==> config.mk <==
export PLATFORM = sky130hd
export DESIGN_NAME = palindrome_min_insertions_top
export DESIGN_NICKNAME = d
export VERILOG_FILES = /design/src/rtl/pmi_pkg.sv /design/src/rtl/palindrome_min_insertions_top.sv /design/src/rtl/pmi_ctrl.sv /design/src/rtl/pmi_datapath.sv
export SDC_FILE = /design/constraint.sdc
export NUM_CORES = 2
export LEC_CHECK = 0
export ABC_CLOCK_PERIOD_IN_PS = 10600
export BUFFER_PORTS_ARGS = -buffer_cell sky130_fd_sc_hd__buf_2
export CORE_MARGIN = 5
export CORE_UTILIZATION = 54
export DETAILED_ROUTE_END_ITERATION = 10
export PLACE_DENSITY = 0.69
export SLEW_MARGIN = 10
export SYNTH_ARGS = -nofsm -noshare
export SYNTH_HDL_FRONTEND = slang
export SYNTH_SLANG_ARGS = --single-unit
==> constraint.sdc <==
create_clock -name i_clk -period 10.6 [get_ports i_clk]
set_input_delay 2.12 -clock i_clk [delete_from_list [all_inputs] [get_ports i_clk]]
set_output_delay 2.12 -clock i_clk [all_outputs]
set_load 0.03 [all_outputs]
==> src/rtl/pmi_pkg.sv <==
package pmi_pkg;

    localparam int MAX_LEN = 64;
    localparam int AW      = (MAX_LEN > 1) ? $clog2(MAX_LEN) : 1;
    localparam int LW      = $clog2(MAX_LEN + 1);
    localparam int CW      = AW;
    localparam int INS_W   = 6;
    localparam int INS_MAX = 63;

    typedef struct packed {
        logic          load;
        logic          clr;
        logic          res_clr;
        logic          issue;
        logic [AW-1:0] l;
        logic [AW-1:0] gap;
    } t_cmd;

    typedef struct packed {
        logic [LW-1:0] len;
    } t_stat;

endpackage

==> src/rtl/palindrome_min_insertions_top.sv <==
// Minimum insertions to make a byte string a palindrome. Bytes are transferred
// one per cycle while busy is low; a byte after the first 64 is dropped and
// flags overflow. After the byte marked last, busy rises and the interval DP
// runs one cell per cycle through a two-stage read/compute pipeline, with a
// drain state after each diagonal. The result is shown for exactly one cycle
// with o_done high and cannot be held off; o_insertions and o_overflow are
// valid only in that cycle. busy falls the cycle after.
module palindrome_min_insertions_top (
    input  logic                      i_clk,
    input  logic                      i_rst_n,
    input  logic                      start,
    input  logic [7:0]                i_char_byte,
    input  logic                      i_is_last,
    output logic                      busy,
    output logic                      o_done,
    output logic [pmi_pkg::INS_W-1:0] o_insertions,
    output logic                      o_overflow
);

    pmi_pkg::t_cmd  cmd;
    pmi_pkg::t_stat stat;

    pmi_ctrl u_ctrl (
        .i_clk     (i_clk),
        .i_rst_n   (i_rst_n),
        .i_start   (start),
        .i_is_last (i_is_last),
        .i_stat    (stat),
        .o_cmd     (cmd),
        .o_busy    (busy),
        .o_done    (o_done)
    );

    pmi_datapath u_dp (
        .i_clk        (i_clk),
        .i_rst_n      (i_rst_n),
        .i_cmd        (cmd),
        .i_char_byte  (i_char_byte),
        .o_stat       (stat),
        .o_insertions (o_insertions),
        .o_overflow   (o_overflow)
    );

endmodule

==> src/rtl/pmi_ctrl.sv <==
module pmi_ctrl (
    input  logic          i_clk,
    input  logic          i_rst_n,
    input  logic          i_start,
    input  logic          i_is_last,
    input  pmi_pkg::t_stat i_stat,
    output pmi_pkg::t_cmd  o_cmd,
    output logic          o_busy,
    output logic          o_done
);

    localparam logic [2:0] S_IDLE  = 3'd0;
    localparam logic [2:0] S_START = 3'd1;
    localparam logic [2:0] S_RUN   = 3'd2;
    localparam logic [2:0] S_DRAIN = 3'd3;
    localparam logic [2:0] S_DONE  = 3'd4;

    logic [2:0]             r_state, n_state;
    logic [pmi_pkg::AW-1:0] r_l, n_l;
    logic [pmi_pkg::AW-1:0] r_gap, n_gap;
    logic [pmi_pkg::LW-1:0] len_m1;

    assign len_m1 = i_stat.len - pmi_pkg::LW'(1);

    always_comb begin
        n_state = r_state;
        n_l     = r_l;
        n_gap   = r_gap;
        unique case (r_state)
            S_IDLE: begin
                if (i_start && i_is_last) begin
                    n_state = S_START;
                end
            end
            S_START: begin
                n_gap = pmi_pkg::AW'(1);
                n_l   = '0;
                if (i_stat.len == pmi_pkg::LW'(1)) begin
                    n_state = S_DONE;
                end else begin
                    n_state = S_RUN;
                end
            end
            S_RUN: begin
                if (pmi_pkg::LW'(r_l) + pmi_pkg::LW'(r_gap) == len_m1) begin
                    n_state = S_DRAIN;
                end else begin
                    n_l = r_l + pmi_pkg::AW'(1);
                end
            end
            S_DRAIN: begin
                if (pmi_pkg::LW'(r_gap) == len_m1) begin
                    n_state = S_DONE;
                end else begin
                    n_gap   = r_gap + pmi_pkg::AW'(1);
                    n_l     = '0;
                    n_state = S_RUN;
                end
            end
            S_DONE: begin
                n_state = S_IDLE;
            end
            default: begin
                n_state = S_IDLE;
            end
        endcase
    end

    always_ff @(posedge i_clk) begin
        if (!i_rst_n) begin
            r_state <= S_IDLE;
            r_l     <= '0;
            r_gap   <= '0;
        end else begin
            r_state <= n_state;
            r_l     <= n_l;
            r_gap   <= n_gap;
        end
    end

    assign o_busy        = (r_state != S_IDLE);
    assign o_done        = (r_state == S_DONE);
    assign o_cmd.load    = i_start && (r_state == S_IDLE);
    assign o_cmd.clr     = (r_state == S_DONE);
    assign o_cmd.res_clr = (r_state == S_START);
    assign o_cmd.issue   = (r_state == S_RUN);
    assign o_cmd.l       = r_l;
    assign o_cmd.gap     = r_gap;

endmodule

==> src/rtl/pmi_datapath.sv <==
module pmi_datapath (
    input  logic                      i_clk,
    input  logic                      i_rst_n,
    input  pmi_pkg::t_cmd             i_cmd,
    input  logic [7:0]                i_char_byte,
    output pmi_pkg::t_stat            o_stat,
    output logic [pmi_pkg::INS_W-1:0] o_insertions,
    output logic                      o_overflow
);

    logic [7:0]             r_chars  [pmi_pkg::MAX_LEN];
    logic [pmi_pkg::CW-1:0] r_diag_a [pmi_pkg::MAX_LEN];
    logic [pmi_pkg::CW-1:0] r_diag_b [pmi_pkg::MAX_LEN];

    logic [pmi_pkg::LW-1:0] r_len;
    logic                   r_ovf;
    logic                   room;

    logic [pmi_pkg::AW-1:0] a_l, a_l1, a_lg;
    logic [7:0]             r_c0, r_c1;
    logic [pmi_pkg::CW-1:0] r_a0, r_a1, r_b0, r_b1;

    logic                   r_s2_vld;
    logic [pmi_pkg::AW-1:0] r_s2_l;
    logic                   r_s2_par, r_s2_g1, r_s2_g2;

    logic [pmi_pkg::CW-1:0] older, newer0, newer1, mn, v;
    logic [pmi_pkg::CW-1:0] r_res;
    logic [pmi_pkg::CW+pmi_pkg::INS_W-1:0] res_wide;

    assign room = (r_len < pmi_pkg::LW'(pmi_pkg::MAX_LEN));
    assign a_l  = i_cmd.l;
    assign a_l1 = i_cmd.l + pmi_pkg::AW'(1);
    assign a_lg = i_cmd.l + i_cmd.gap;

    // byte store: one write port, two registered reads
    always_ff @(posedge i_clk) begin
        if (i_cmd.load && room) begin
            r_chars[r_len[pmi_pkg::AW-1:0]] <= i_char_byte;
        end
        r_c0 <= r_chars[a_l];
        r_c1 <= r_chars[a_lg];
    end

    // diagonal of gap g lives in buffer g[0], written in place over gap g-2
    always_ff @(posedge i_clk) begin
        if (r_s2_vld && !r_s2_par) begin
            r_diag_a[r_s2_l] <= v;
        end
        r_a0 <= r_diag_a[a_l];
        r_a1 <= r_diag_a[a_l1];
    end

    always_ff @(posedge i_clk) begin
        if (r_s2_vld && r_s2_par) begin
            r_diag_b[r_s2_l] <= v;
        end
        r_b0 <= r_diag_b[a_l];
        r_b1 <= r_diag_b[a_l1];
    end

    always_ff @(posedge i_clk) begin
        if (!i_rst_n) begin
            r_s2_vld <= 1'b0;
        end else begin
            r_s2_vld <= i_cmd.issue;
        end
        r_s2_l   <= i_cmd.l;
        r_s2_par <= i_cmd.gap[0];
        r_s2_g1  <= (i_cmd.gap == pmi_pkg::AW'(1));
        r_s2_g2  <= (i_cmd.gap == pmi_pkg::AW'(2));
    end

    // gaps below one cost nothing: mask operands instead of clearing
    always_comb begin
        older  = (r_s2_g1 || r_s2_g2) ? '0 : (r_s2_par ? r_b1 : r_a1);
        newer0 = r_s2_g1 ? '0 : (r_s2_par ? r_a0 : r_b0);
        newer1 = r_s2_g1 ? '0 : (r_s2_par ? r_a1 : r_b1);
        mn     = (newer0 < newer1) ? newer0 : newer1;
        v      = (r_c0 == r_c1) ? older : mn + pmi_pkg::CW'(1);
    end

    // last write at l = 0 is the whole string
    always_ff @(posedge i_clk) begin
        if (i_cmd.res_clr) begin
            r_res <= '0;
        end else if (r_s2_vld && (r_s2_l == '0)) begin
            r_res <= v;
        end
    end

    always_ff @(posedge i_clk) begin
        if (!i_rst_n) begin
            r_len <= '0;
            r_ovf <= 1'b0;
        end else if (i_cmd.clr) begin
            r_len <= '0;
            r_ovf <= 1'b0;
        end else if (i_cmd.load) begin
            if (room) begin
                r_len <= r_len + pmi_pkg::LW'(1);
            end else begin
                r_ovf <= 1'b1;
            end
        end
    end

    assign res_wide     = (pmi_pkg::CW + pmi_pkg::INS_W)'(r_res);
    assign o_insertions = (res_wide > (pmi_pkg::CW + pmi_pkg::INS_W)'(pmi_pkg::INS_MAX))
                        ? pmi_pkg::INS_W'(pmi_pkg::INS_MAX)
                        : res_wide[pmi_pkg::INS_W-1:0];
    assign o_overflow   = r_ovf;
    assign o_stat.len   = r_len;

endmodule

# After elaboration in Yosys (flattened, before gate mapping)
# Memories as Yosys holds them, arrays and structs flattened. A register that Yosys moved wholly into a read port is not among the register bits.
# Index checks and enable logic that the tools add are counted.
dict set report op_classes {
  div_mod_pow 0
  order_cmp 3
  n_mul 0
  addsub 7
  mux 25
  n_shift 0
  reduce_logical 19
  eq_ne 14
  bitwise_logic 2
}
# cell count
set op_table {}
lappend op_table {{two-way mux 6 bit} 12}
lappend op_table {{adder 6 x 1 -> 6 bit, second input constant} 3}
lappend op_table {{one-hot mux 6 bit (3 select lines)} 1}
lappend op_table {{two-way mux 3 bit} 4}
lappend op_table {{one-hot mux 3 bit (4 select lines)} 1}
lappend op_table {{one-hot mux 6 bit (2 select lines)} 1}
lappend op_table {{equality test 8 bit} 1}
lappend op_table {{AND reduction 2 bit} 4}
lappend op_table {{adder 6 x 6 -> 7 bit} 1}
lappend op_table {{adder 7 x 1 -> 7 bit, second input constant} 1}
lappend op_table {{equality test 6 x 7 -> 1 bit} 1}
lappend op_table {{equality test 7 x 1 -> 1 bit, second input constant} 1}
lappend op_table {{equality test 7 bit} 1}
lappend op_table {{less-than comparator 7 bit, second input constant} 1}
lappend op_table {{subtractor 7 x 1 -> 7 bit, second input constant} 1}
lappend op_table {{adder 6 bit} 1}
lappend op_table {{equality test 3 x 2 -> 1 bit, second input constant} 2}
lappend op_table {{equality test 6 x 1 -> 1 bit, second input constant} 1}
lappend op_table {{equality test 6 x 2 -> 1 bit, second input constant} 1}
lappend op_table {{greater-than comparator 6 bit, second input constant} 1}
lappend op_table {{logical AND 1 bit} 6}
lappend op_table {{zero test 6 bit} 1}
lappend op_table {{less-than comparator 6 bit} 1}
lappend op_table {{two-way mux 1 bit} 6}
lappend op_table {{12 further kinds} 16}
dict set report word_totals {
  mem_bits_ro 0
  out_inout_bits 9
  input_bits 12
  ram_bits 1280
  mem_count 3
  latch_bits 0
  regBits 39
  word_cells 84
}
# name words word_bits rd rd_ports_with_merged_regs write_ports line_no
set mem_list {}
lappend mem_list {u_dp.r_chars 64 8 2 2 1 pmi_datapath.sv:11} ;# logic [7:0] r_chars [pmi_pkg::MAX_LEN];
lappend mem_list {u_dp.r_diag_a 64 6 2 2 1 pmi_datapath.sv:12} ;# logic [pmi_pkg::CW-1:0] r_diag_a [pmi_pkg::MAX_LEN];
lappend mem_list {u_dp.r_diag_b 64 6 2 2 1 pmi_datapath.sv:13} ;# logic [pmi_pkg::CW-1:0] r_diag_b [pmi_pkg::MAX_LEN];

# Logic depth before layout (Yosys ltp)
dict set report depth {
  word_depth 6
  ltp_mapped 17
  depth_no_buf 15
}

# Hierarchy
# From an unflattened synthesis, not the netlist that was laid out.
dict set report unflattened {
  hier_cells 3226
  area_unflattened_um2 63747.4
}
# mod cells_per_inst area_per_inst_um2 n_inst seq_area_each_um2
set by_module_without_submodules {}
lappend by_module_without_submodules {pmi_datapath 3060 62369.8 1 39718.1}
lappend by_module_without_submodules {pmi_ctrl 166 1377.6 1 300.3}

# Least setup slack after synthesis
# No wires, ideal clock.
dict set report synth_timing {
  kind {register to register}
  start {register u_dp.r_s2_par}
  end {memory u_dp.r_diag_a[0][4] (netlist bit) (data pin)}
  required_ns 9.393
  setup_time_ns 1.207
  stages_incl_launch_ff 16
  arrival_time_ns 7.935
  synth_period_minus_slack_ns 9.142
  path_buffers 2
  setup_slack_ns 1.458
  path_cell_list {dfxtp_1 buf_2 buf_2 mux2i_1 nor2_1 ha_1 a21o_1 a21o_1 a21oi_1 o21ai_1 mux2_2 ha_1 nand2_1 xnor2_1 mux2i_1 o21ai_0}
}
dict set report synth_between {
  elab_chain_cells 6
  word_cells_on_any_way 10
  cone_classes {add/sub (1); order compare (1); mux (8)}
}
# item line_no
set synth_rtl {}
lappend synth_rtl {{start, declared} pmi_datapath.sv:25} ;# logic r_s2_par, r_s2_g1, r_s2_g2;
lappend synth_rtl {{start signal, assigned} pmi_datapath.sv:69} ;# r_s2_par <= i_cmd.gap[0];
lappend synth_rtl {{two-way mux 6 bit, on equally long branches (2 in series)} {pmi_datapath.sv:77, pmi_datapath.sv:78}}
lappend synth_rtl {{less-than comparator 6 bit} pmi_datapath.sv:79} ;# mn = (newer0 < newer1) ? newer0 : newer1;
lappend synth_rtl {{two-way mux 6 bit} pmi_datapath.sv:79}
lappend synth_rtl {{adder 6 x 1 -> 6 bit} pmi_datapath.sv:80} ;# v = (r_c0 == r_c1) ? older : mn + pmi_pkg::CW'(1);
lappend synth_rtl {{two-way mux 6 bit (*)} pmi_datapath.sv:80}
lappend synth_rtl {{net u_dp.v, one bit} pmi_datapath.sv:27} ;# logic [pmi_pkg::CW-1:0] older, newer0, newer1, mn, v;
lappend synth_rtl {{end, declared} pmi_datapath.sv:12}
# The timed path passes the listed nets; every way through them passes the cells marked *.

# Final worst setup path
dict set report layout_timing {
  start {register u_dp.r_s2_par}
  end {memory u_dp.r_diag_a[44][2] (netlist bit) (data pin)}
}
# Same word-level chain as after synthesis.

==> results.md <==
- The flow ran to the end, and the final reports show no timing, DRC or antenna violations.
- The remaining antenna violation count is 0.
- The total overflow left after global routing is 0.
- In this run the worst setup path terminates at u_dp.r_diag_a[44][2]$_DFFE_PP_.
- The Yosys step of the flow raised 0 warnings.
- The endpoint type of the worst setup path is a flip-flop.
- The worst hold path belongs to the class flip-flop to flip-flop.
- The chip width is about 350 um.
- The maximum clock skew at final layout is 39.2 ps.
- The final route contains approximately 33k vias.
- Setup repair after global routing left no endpoint under its margin.
- The number of buffers on the longest clock path is 3.
- The number of failing setup endpoints in the final timing report is 0.
- The slowest stage of the critical path is the sky130_fd_sc_hd__buf_4 cell.
- The CTS tree is built.
- Counting the buffers created by CTS gives 143.
- The final core utilization is 59.8%.
- The endpoint identified for the worst register-to-register timing path is u_dp.r_diag_a[44][2]$_DFFE_PP_.
- In this run the clock root is driven by a sky130_fd_sc_hd__clkbuf_16.
- The number of distinct library cells after synthesis is 66.
- When the netlist entered floorplanning its net count stood at 3044.
- The total leakage power is roughly 21 nW.
- The clock latency of the later-clocked register in the worst-skew pair is between 700 and 800 ps.
- The sum of routed wire length over all layers is 166000 um.
- The number of buffers added to fix hold violations after cts is 0.
- Dividing the detail-routed wire length by the instance count gives about 36 um.
- Yosys mapped a number of flops with a built-in enable equal to around 1.3k.
- The max-slew violation count is 0.
- In this run the standard cell core region covers 116000 um2.
- STA puts the critical path data arrival time at between 5000 and 6000 ps.
- The mean number of vias per cell is about 7.2.
- The H-tree was split into 4 levels.
- The post-synthesis cell count is approximately 3k.
- The number of synthesized register bits is around 1.4k.
- The count of buffers added on input and output ports is 20.
- Relative to the synthesized area, the layout overhead comes to 9.81%.
- The fraction of synthesized cell area taken by the top area cell type is 60.8%.
- The worst-case vdd ir drop is 149 uV.
- Counting I/O delays and the setup requirement, the final critical path takes ~5000 ps.
- The headroom to the max-slew limit is under 10%.
- For this run, design rule violations remaining after detail routing come to 0.
- The final number of hold-violating endpoints is 0.
- Row generation in the floorplan step produced 125 rows.
- The number of antenna violations at the first check in global routing is 6.
- The largest incremental delay on the critical path is 870 ps.
- The initial DRC count is between 4k and 5k.
- The fraction of the cycle the final worst path needs is a little under half.
- The synthesized area is 63200 um2.
- The data required time of the worst path is between 10000 and 15000 ps.
- The area of the multi-input gates is 22300 um2.
- The total of fill cells in the finished design is between 8k and 9k.
- The sequential element share of the synthesized area is a little over three fifths.
- Yosys attributes the largest share of cell area to sky130_fd_sc_hd__edfxtp_1, sky130_fd_sc_hd__mux4_2, sky130_fd_sc_hd__dfxtp_1.
- Together, buffers and inverters on the worst path number 3.
- After the last flow step, the layout net total stands at 3020.
- The worst setup path is of the flip-flop to flip-flop kind.
- Derived from the worst setup path, the maximum achievable clock frequency is 197 MHz.
- The die footprint is between 100000 and 150000 um2.
- The routability congestion estimate is roughly 0.86.
- The overall routing resource usage is 26.8%.
- The critical path depth in cells is 15.
- The maximum number of pins on one net before global-route repair is 130.
- The highest net fanout along the worst path is ~130.
- The register cell area after layout is roughly 40000 um2.
- At the pin with the least slew margin, the transition time is approximately 1400 ps.
- The quantity of gates resized following cts is 0.
- Once the floorplan was initialized, standard cells occupied 54.4% of the core.
- STA classifies the critical path startpoint as a flip-flop.
- The reg-to-reg setup timing slack is about 5500 ps.
- The buffers inserted during post-CTS setup optimization is 0.
- The worst reg-to-reg path cell count is 15.
- The length of the first detailed-routing pass in iterations is 5.
- The vertical extent of the die is ~350 um.
- For this run, the leading register cell type out of synthesis is sky130_fd_sc_hd__edfxtp_1.
- The source of the worst register-to-register timing path is u_dp.r_s2_par$_DFF_P_.
- The number of global-route vias before repair was between 30k and 40k.
- The first global-routing pass estimated between 200000 and 250000 um of wire.
- After clock tree synthesis, the clock-pin slew on the worst setup and hold paths is approximately 60 ps.
- Max-cap violations in this run came to 0.
- Grouping stages by cell kind, the critical path spends the most delay in compound AO/OA/AOI/OAI gates.
- Counting flops with an async set or reset pin after synthesis yields a share of 0%.
- Walking the worst path, the cells encountered are mux2i_1, or2_2, ha_1, a21o_1, a21o_1, a21oi_1, o21ai_1, mux2i_1, inv_1, ha_1, or3_1, a211oi_1, nor3_1, clkinv_2, buf_4.
- The cell area power density is ~180 nW/um2.
- For this design the top-level I/O count stands at 21.
- The detailed placement HPWL is approximately 110000 um.
- The proportion of layout cells with a drive suffix above 1 is ~37%.
- Of all cell types, the one taking the most synthesized area is sky130_fd_sc_hd__edfxtp_1.
- The critical path launch point is u_dp.r_s2_par$_DFF_P_.
- The tree built by TritonCTS fans out to around 1.4k sinks.
- Summed over all failing endpoints, the final setup total negative slack is 0 ps.
- After synthesis, the mean cell area works out to around 21 um2.
## stage by stage
stage	power [mW]	cells	cell area, um2	hold WS, ps	worst slack [ps]
6_report	12.2	4629	69400	506	5510
5_1_grt	12.5	4625	69400	542	5110
4_1_cts	12.2	4623	69400	507	5530
3_5_place_dp	7.28	4365	64700	492	5540
3_3_place_gp	7.24	4365	64700	477	5580
2_1_floorplan	6.98	3012	63200	368	1460
## how the worst min path moves through the flow
| stage | endpoint | depth (start not counted) | startpoint |
|---|---|---|---|
| floorplan | u_dp.r_s2_l[1]$_DFF_P_ | 0 | u_ctrl.r_l[1]$_SDFFE_PN0P_ |
| global placement | u_dp.r_res[1]$_SDFFE_PP0P_ | 2 | u_dp.r_res[1]$_SDFFE_PP0P_ |
| detailed placement | u_dp.r_res[1]$_SDFFE_PP0P_ | 2 | u_dp.r_res[1]$_SDFFE_PP0P_ |
| CTS | u_dp.r_res[1]$_SDFFE_PP0P_ | 2 | u_dp.r_res[1]$_SDFFE_PP0P_ |
| global route | u_dp.o_overflow$_SDFFE_PP0P_ | 2 | u_dp.o_overflow$_SDFFE_PP0P_ |
| finish | u_dp.r_res[1]$_SDFFE_PP0P_ | 2 | u_dp.r_res[1]$_SDFFE_PP0P_ |
## routing by layer
metal	vias up	GRT usage, %	part of all wire (%)
li1	12998	-	-
met1	17994	38.6	38
met2	2178	41.6	48
met3	267	6.40	11
met4	2	7.70	2.8
met5	-	0.308	0.011
## synth_stat cells (2+ instances only)
cell type,number
sky130_fd_sc_hd__a211oi_1,3
sky130_fd_sc_hd__a21o_1,3
sky130_fd_sc_hd__a21oi_1,12
sky130_fd_sc_hd__a31oi_1,3
sky130_fd_sc_hd__and2_1,7
sky130_fd_sc_hd__and3_1,4
sky130_fd_sc_hd__buf_1,40
sky130_fd_sc_hd__buf_2,76
sky130_fd_sc_hd__buf_4,5
sky130_fd_sc_hd__buf_6,7
sky130_fd_sc_hd__clkbuf_1,104
sky130_fd_sc_hd__dfxtp_1,79
sky130_fd_sc_hd__edfxtp_1,1280
sky130_fd_sc_hd__ha_1,19
sky130_fd_sc_hd__inv_1,22
sky130_fd_sc_hd__mux2_2,12
sky130_fd_sc_hd__mux2i_1,33
sky130_fd_sc_hd__mux4_2,832
sky130_fd_sc_hd__nand2_1,41
sky130_fd_sc_hd__nand2b_1,9
sky130_fd_sc_hd__nand3_1,26
sky130_fd_sc_hd__nand3b_1,9
sky130_fd_sc_hd__nand4_1,4
sky130_fd_sc_hd__nor2_1,240
sky130_fd_sc_hd__nor2b_1,6
sky130_fd_sc_hd__nor3_1,8
sky130_fd_sc_hd__nor3b_1,3
sky130_fd_sc_hd__nor4_1,2
sky130_fd_sc_hd__o21a_1,5
sky130_fd_sc_hd__o21ai_0,20
sky130_fd_sc_hd__o21ai_1,4
sky130_fd_sc_hd__o22ai_1,2
sky130_fd_sc_hd__o2bb2ai_1,3
sky130_fd_sc_hd__or2_2,5
sky130_fd_sc_hd__or3_1,9
sky130_fd_sc_hd__or3b_2,4
sky130_fd_sc_hd__xnor2_1,31
sky130_fd_sc_hd__xnor3_1,2
sky130_fd_sc_hd__xor2_1,11
## power by group
group	internal, mW	total [mW]	switching (mW)	leakage [nW]
combinational	0.362	0.986	0.624	6.05
clock	2.92	5.01	2.09	2.29
sequential	6.15	6.19	0.0365	12.2
## tightest hold or removal path, delay by kind of cell, from the launching register on
| family | cells | cell delay [ps] |
|---|---|---|
| flops | 1 | 330 |
| mux | 1 | 70 |
| simple gates | 1 | 70 |
## registers in the layout, summed over array words and instances (netlist names), 7 cells and up
name and flops:
u_dp.r_chars 512, u_dp.r_c0 8, u_dp.r_c1 8, u_dp.r_diag_b 384
u_dp.r_diag_a 384, u_dp.o_stat 7
## area by class of cell
type	count	area share, %
Tap cell	1524	2.75
Antenna cell	4	0.0144
Inverter	22	0.121
Sequential cell	1359	57.7
Multi-Input combinational cell	1399	32.0
Timing Repair Buffer	63	0.710
Clock buffer	176	5.52
Clock inverter	82	1.18
## logic make-up after synthesis
logic type | after synthesis | share of synthesized area (%)
AOI/OAI and AO/OA | 72 | 0.786
xor gates and xnor gates | 44 | 0.653
and+or+nand+nor | 385 | 2.72
buffers and inverters | 254 | 1.77
muxes | 878 | 30.4
adders and majority gates | 20 | 0.408
DFF | 1359 | 63.3
## cells in the final DEF (no fill, tap or decap), types with 9 or more instances in the layout
| master | Yosys | routed |
|---|---|---|
| sky130_fd_sc_hd__mux2_2 | 12 | 10 |
| sky130_fd_sc_hd__clkbuf_16 | 0 | 146 |
| sky130_fd_sc_hd__xnor2_1 | 31 | 29 |
| sky130_fd_sc_hd__nand3b_1 | 9 | 9 |
| sky130_fd_sc_hd__nand2_1 | 41 | 41 |
| sky130_fd_sc_hd__nand3_1 | 26 | 26 |
| sky130_fd_sc_hd__ha_1 | 19 | 17 |
| sky130_fd_sc_hd__mux4_2 | 832 | 832 |
| sky130_fd_sc_hd__mux2i_1 | 33 | 33 |
| sky130_fd_sc_hd__buf_2 | 76 | 17 |
| sky130_fd_sc_hd__clkinv_1 | 0 | 19 |
| sky130_fd_sc_hd__nor2_1 | 240 | 239 |
| sky130_fd_sc_hd__dfxtp_1 | 79 | 72 |
| sky130_fd_sc_hd__clkbuf_1 | 104 | 23 |
| sky130_fd_sc_hd__buf_4 | 5 | 41 |
| sky130_fd_sc_hd__clkinv_2 | 0 | 28 |
| sky130_fd_sc_hd__nand2b_1 | 9 | 9 |
| sky130_fd_sc_hd__or3_1 | 9 | 9 |
| sky130_fd_sc_hd__inv_1 | 22 | 21 |
| sky130_fd_sc_hd__o21ai_0 | 20 | 19 |
| sky130_fd_sc_hd__inv_6 | 0 | 11 |
| sky130_fd_sc_hd__a21oi_1 | 12 | 12 |
| sky130_fd_sc_hd__bufinv_16 | 0 | 14 |
| sky130_fd_sc_hd__edfxtp_1 | 1280 | 1280 |
(Power assumes the default switching activity.)
